File: config.mk
export PLATFORM = sky130hd
export DESIGN_NAME = iirdf_cell
export DESIGN_NICKNAME = d
export VERILOG_FILES = /design/src/hdl/iirdf_pkg.sv /design/src/hdl/iirdf_cell.sv
export SDC_FILE = /design/constraint.sdc
export NUM_CORES = 2
export LEC_CHECK = 0
export BUFFER_PORTS_ARGS = -buffer_cell sky130_fd_sc_hd__buf_2
export CORE_MARGIN = 3
export CORE_UTILIZATION = 40
export DETAILED_ROUTE_END_ITERATION = 16
export PLACE_DENSITY_LB_ADDON = 0.1
export RECOVER_POWER = 50
export SLEW_MARGIN = 0
export SYNTH_ARGS = -nofsm -noshare
export SYNTH_HDL_FRONTEND = slang
export SYNTH_SLANG_ARGS = --single-unit
File: constraint.sdc
create_clock -name clock -period 11.9 [get_ports clock]
set_input_delay 0.595 -clock clock [delete_from_list [all_inputs] [get_ports clock]]
set_output_delay 0.595 -clock clock [all_outputs]
set_load 0.02 [all_outputs]
File: src/hdl/iirdf_pkg.sv
package iirdf_pkg;

   localparam int DEFAULT_ORDER       = 4;
   localparam int DEFAULT_SAMPLE_BITS = 16;
   localparam int MAX_ORDER           = 4;

   localparam int COEF_W    = 32;
   localparam int CSR_W     = 2 * COEF_W;
   localparam int CSR_IDX_W = 3;
   localparam int ACC_FRAC  = 28;
   localparam int HIST_FRAC = 16;
   localparam int HIST_W    = 32;
   localparam int FB_W      = 2 * COEF_W - HIST_FRAC;

   localparam logic [CSR_IDX_W-1:0] CSR_FWD_COEF_0_1  = 3'd0;
   localparam logic [CSR_IDX_W-1:0] CSR_FWD_COEF_2_3  = 3'd1;
   localparam logic [CSR_IDX_W-1:0] CSR_FWD_COEF_4    = 3'd2;
   localparam logic [CSR_IDX_W-1:0] CSR_BACK_COEF_1_2 = 3'd3;
   localparam logic [CSR_IDX_W-1:0] CSR_BACK_COEF_3_4 = 3'd4;

   typedef struct packed {
      logic load;
      logic advance;
   } cell_ctrl_type;

endpackage

File: src/hdl/iirdf_cell.sv
module iirdf_cell
   import iirdf_pkg::*;
#(
   parameter int SAMPLE_BITS = DEFAULT_SAMPLE_BITS,
   parameter int PROD_W      = SAMPLE_BITS + COEF_W,
   parameter int ACC_W       = PROD_W + 4
) (
   input  logic                          clock,
   input  logic                          reset,
   input  cell_ctrl_type                 ctrl,
   input  logic signed [SAMPLE_BITS-1:0] x_in,
   output logic signed [SAMPLE_BITS-1:0] x_out,
   input  logic signed [HIST_W-1:0]      h_in,
   output logic signed [HIST_W-1:0]      h_out,
   input  logic signed [COEF_W-1:0]      fwd_coef,
   input  logic signed [COEF_W-1:0]      back_coef,
   input  logic signed [ACC_W-1:0]       sum_in,
   output logic signed [ACC_W-1:0]       sum_out
);

   logic signed [SAMPLE_BITS-1:0] x_ff;
   logic signed [HIST_W-1:0]      h_ff;
   logic signed [PROD_W-1:0]      prod_ff;
   logic signed [PROD_W-1:0]      prod_in;
   logic signed [2*COEF_W-1:0]    fb_prod;
   logic signed [ACC_W-1:0]       prod_ext;
   logic signed [ACC_W-1:0]       fb_ext;

   assign prod_in  = fwd_coef * x_ff;
   assign fb_prod  = back_coef * h_ff;
   assign prod_ext = {{(ACC_W-PROD_W){prod_ff[PROD_W-1]}}, prod_ff};
   assign fb_ext   = {{(ACC_W-FB_W){fb_prod[2*COEF_W-1]}}, fb_prod[2*COEF_W-1:HIST_FRAC]};

   assign sum_out = prod_ext + fb_ext + sum_in;

   always_ff @(posedge clock) begin
      if (ctrl.load) begin
         prod_ff <= prod_in;
      end
   end

   always_ff @(posedge clock) begin
      if (reset) begin
         x_ff <= '0;
         h_ff <= '0;
      end else begin
         if (ctrl.load) begin
            x_ff <= x_in;
         end
         if (ctrl.advance) begin
            h_ff <= h_in;
         end
      end
   end

   assign x_out = x_ff;
   assign h_out = h_ff;

endmodule

==> results.py <==
metrics = {
    "timing": {
        "relSlewSlack_pct": -117,
        "fin_crit_sh_pct": 96.0,
        "fin_crit_ns": 11.42,
        "final-setup-viol-count": 0,
        "tns_ns": 0,
        "maxSlewViolCount": 115,
        "grt_setup_unrepaired": "true",
        "setup_slack_ns": 0.477,
        "max_freq_mhz": 87.5,
        "skew_ns": 0.0207,
        "tightestPinTransition_ns": 3.26,
        "finalHoldViolations": 0,
    },
    "grt": {
        "grt_use_total_pct": 22.8,
        "antenna_found_initial": 19,
        "globalRouteMet3Util_pct": 4.17,
        "first_global_vias": 45100,
        "grt_overflow_total": 0,
        "grt_max_degree": 49,
        "grt.met2_usage_pct": 34.7,
        "grt_util_met1_pct": 34.4,
        "grt_pass1_wl_um": 269000,
        "grt_most_used_layer": "met2",
    },
    "cts": {
        "cts-buffers-inserted": 9,
        "path_clk_slew_ns": 0.11,
        "cts.path.max_buffers": 2,
        "root_buffer": "clkbuf_16",
        "htree_levels": 3,
        "clk_latency_ns": 0.47,
        "cts_tree": "built",
        "cts.sinks": 96,
    },
    "routing": {
        "ant_nets": 0,
        "wl_um": 167000,
        "drc": 0,
        "vias": 41200,
        "wl_per_cell_um": 19.7,
        "vias_per_cell": 4.87,
        "dr.pass1.iters": 6,
        "drt_iter0_markers": 2093,
    },
    "yosys": {
        "syn_inst": 6365,
        "ys_seq_elements": 96,
        "synth-edff-count": 48,
        "synth_top_area_cell": "fa_1",
        "syn-num-nets": 8496,
        "yosys-top-cells-area": "fa_1, inv_1, ha_1",
        "synth_area_um2": 59700,
        "synthArstFlopShare_pct": 0,
        "synthFlopType": "edfxtp_1",
        "yosys-top-cells-count": "fa_1, inv_1, nand2_1, and2_1, ha_1",
        "yosysUniqueCellTypes": 77,
        "yosysMostFrequentCell": "fa_1",
        "yosysWarnings": 0,
        "synth_top_cell_area_share_pct": 54.3,
        "ys_seq_area_share_pct": 4.02,
        "syn_area_per_cell_um2": 9.38,
    },
    "setup_path": {
        "reg2reg_slack_ns": 4.08,
        "critical_path_class": "flop to output pin",
        "cp_common_cell": "fa_1",
        "r2r_start": "x_out[2]",
        "endpoint": "sum_out[48]",
        "cp.arrival_ns": 10.83,
        "slowest_delay_ns": 0.56,
        "startpoint_type": "flop",
        "rr_worst_depth": 22,
        "cp.required_ns": 11.31,
        "r2r_end": "prod_ff[44]",
        "worst_setup_path_end_kind": "output pin",
        "crit_fanout": 8,
        "cp_num_buf_inv": 7,
        "startpoint": "h_out[11]",
        "crit_family": "adder cells",
        "cp_slowest_cell": "fa_1",
        "path_depth": 38,
    },
    "layout": {
        "fillers": 14500,
        "fin_area_um2": 64600,
        "final_util_pct": 43.6,
        "post_route_cells_drive_above_1_share_pct": 8.16,
        "syn2layout_area_growth_pct": 8.14,
        "nets": 8660,
    },
    "place": {
        "dp.final_hpwl_um": 143000,
        "post-place-ws_ns": 0.133,
        "port_buffers": 267,
        "dpl_cell_area_um2": 63700,
        "routabilityCongestion": 0.844,
    },
    "floorplanning": {
        "dieArea_um2": 154000,
        "initial_utilization_pct": 40.3,
        "num_rows": 141,
        "die_y_um": 392,
        "die_w_um": 392,
        "ios": 268,
        "coreArea_um2": 148000,
    },
    "worst_hold_path": {
        "min_path_type": "input port to flop",
    },
    "flow_run": {
        "timing.max_cap.violations": 3,
    },
    "status": {
        "status": "complete, but fails checks",
        "violations": "capacitance limit, slew limit",
    },
}
-- layout by cell type, fill, tap and decap left out, types with 16 or more instances in the layout --
| cell type | n |
|---|---|
| mux2i_1 | 48 |
| xnor2_1 | 101 |
| a21oi_1 | 106 |
| buf_4 | 139 |
| buf_2 | 255 |
| fa_1 | 1615 |
| nor2b_1 | 40 |
| xor2_1 | 53 |
| a21o_1 | 94 |
| dfxtp_1 | 25 |
| and2_1 | 674 |
| nand2_1 | 856 |
| nand3_1 | 23 |
| inv_1 | 1564 |
| o21a_1 | 20 |
| nand2b_1 | 52 |
| ha_1 | 340 |
| edfxtp_1 | 48 |
| o21bai_1 | 16 |
| nor2_1 | 129 |
| o21ai_0 | 52 |
-- sequential cells by signal, summed over array words and instances (netlist names) --
name	flops
prod_ff	48
x_out	16
h_out	32
-- layer usage --
metal	share of wire (%)	wire length [um]
met1	48	79800
met2	44	74000
met3	6.6	11000
met4	1.4	2350
met5	0.025	41
-- kinds of logic (layout without fill, tap and decap cells) --
logic type	after synthesis	after routing	synth area share (%)
muxes	49	49	0.824
AOI/OAI and AO/OA	403	403	4.53
buffers and inverters	1857	2026	11.7
and+or+nand+nor	1838	1838	15.1
other	0	14	0
DFF	96	96	4.02
xor gates and xnor gates	159	159	2.36
adders and majority gates	1963	1963	61.5
-- worst register-to-register path, cell delays in order, from the launching register on --
cell and delay [ns]:
dfxtp_1 0.93, buf_4 0.42, nand2_1 0.12, fa_1 0.54, inv_1 0.06, fa_1 0.53
inv_1 0.05, fa_1 0.49, fa_1 0.53, fa_1 0.50, inv_1 0.05, fa_1 0.49
ha_1 0.43, and4_1 0.29, nand2_1 0.09, nor3_1 0.14, a31oi_1 0.20, o31ai_1 0.55
a31oi_1 0.29, a21oi_1 0.45, a21o_1 0.18, a21oi_1 0.07, xnor2_1 0.14
-- final cells by class --
class / count / area [um^2] / area share [%]
inverter: 1566 / 5880 / 9.10
clock inverter: 7 / 78.8 / 0.122
tap: 1930 / 2410 / 3.74
clock buffer: 9 / 225 / 0.349
multi-input combinational: 4412 / 50500 / 78.3
sequential: 96 / 2460 / 3.80
antenna: 14 / 35.0 / 0.0543
timing repair buffer: 444 / 2950 / 4.57
-- stage by stage --
stage / cells / hold slack, ns
3_5_place_dp: 8433 / 0.483
4_1_cts: 8449 / 0.308
3_3_place_gp: 8433 / 0.476
2_1_floorplan: 6365 / 0.625
6_report: 8478 / 0.356
5_1_grt: 8468 / 0.345
-- how the worst min path moves through the flow --
stage               startpoint        end  slack, ns  cells after the start
floorplan             h_out[0]   h_out[0]       0.63                      2
CTS                    x_in[1]   x_out[1]       0.31                      3
finish                 h_in[0]   h_out[0]       0.36                      3
global placement     h_out[25]  h_out[25]       0.48                      2
global route           x_in[3]   x_out[3]       0.34                      3
detailed placement    x_out[7]   x_out[7]       0.48                      2
-- timing repair --
action | in CTS | in global routing
endpoints found under the setup margin | 10 | 18
cloned | 0 | 2
pin swaps | 0 | 20
buffers inserted | 0 | 13
gates resized for setup | 16 | 100
hold buffers | 0 | 0
Power is left out: the tool's default activity adds up to more than one toggle a clock period on the data nets, which glitch-free logic cannot reach.
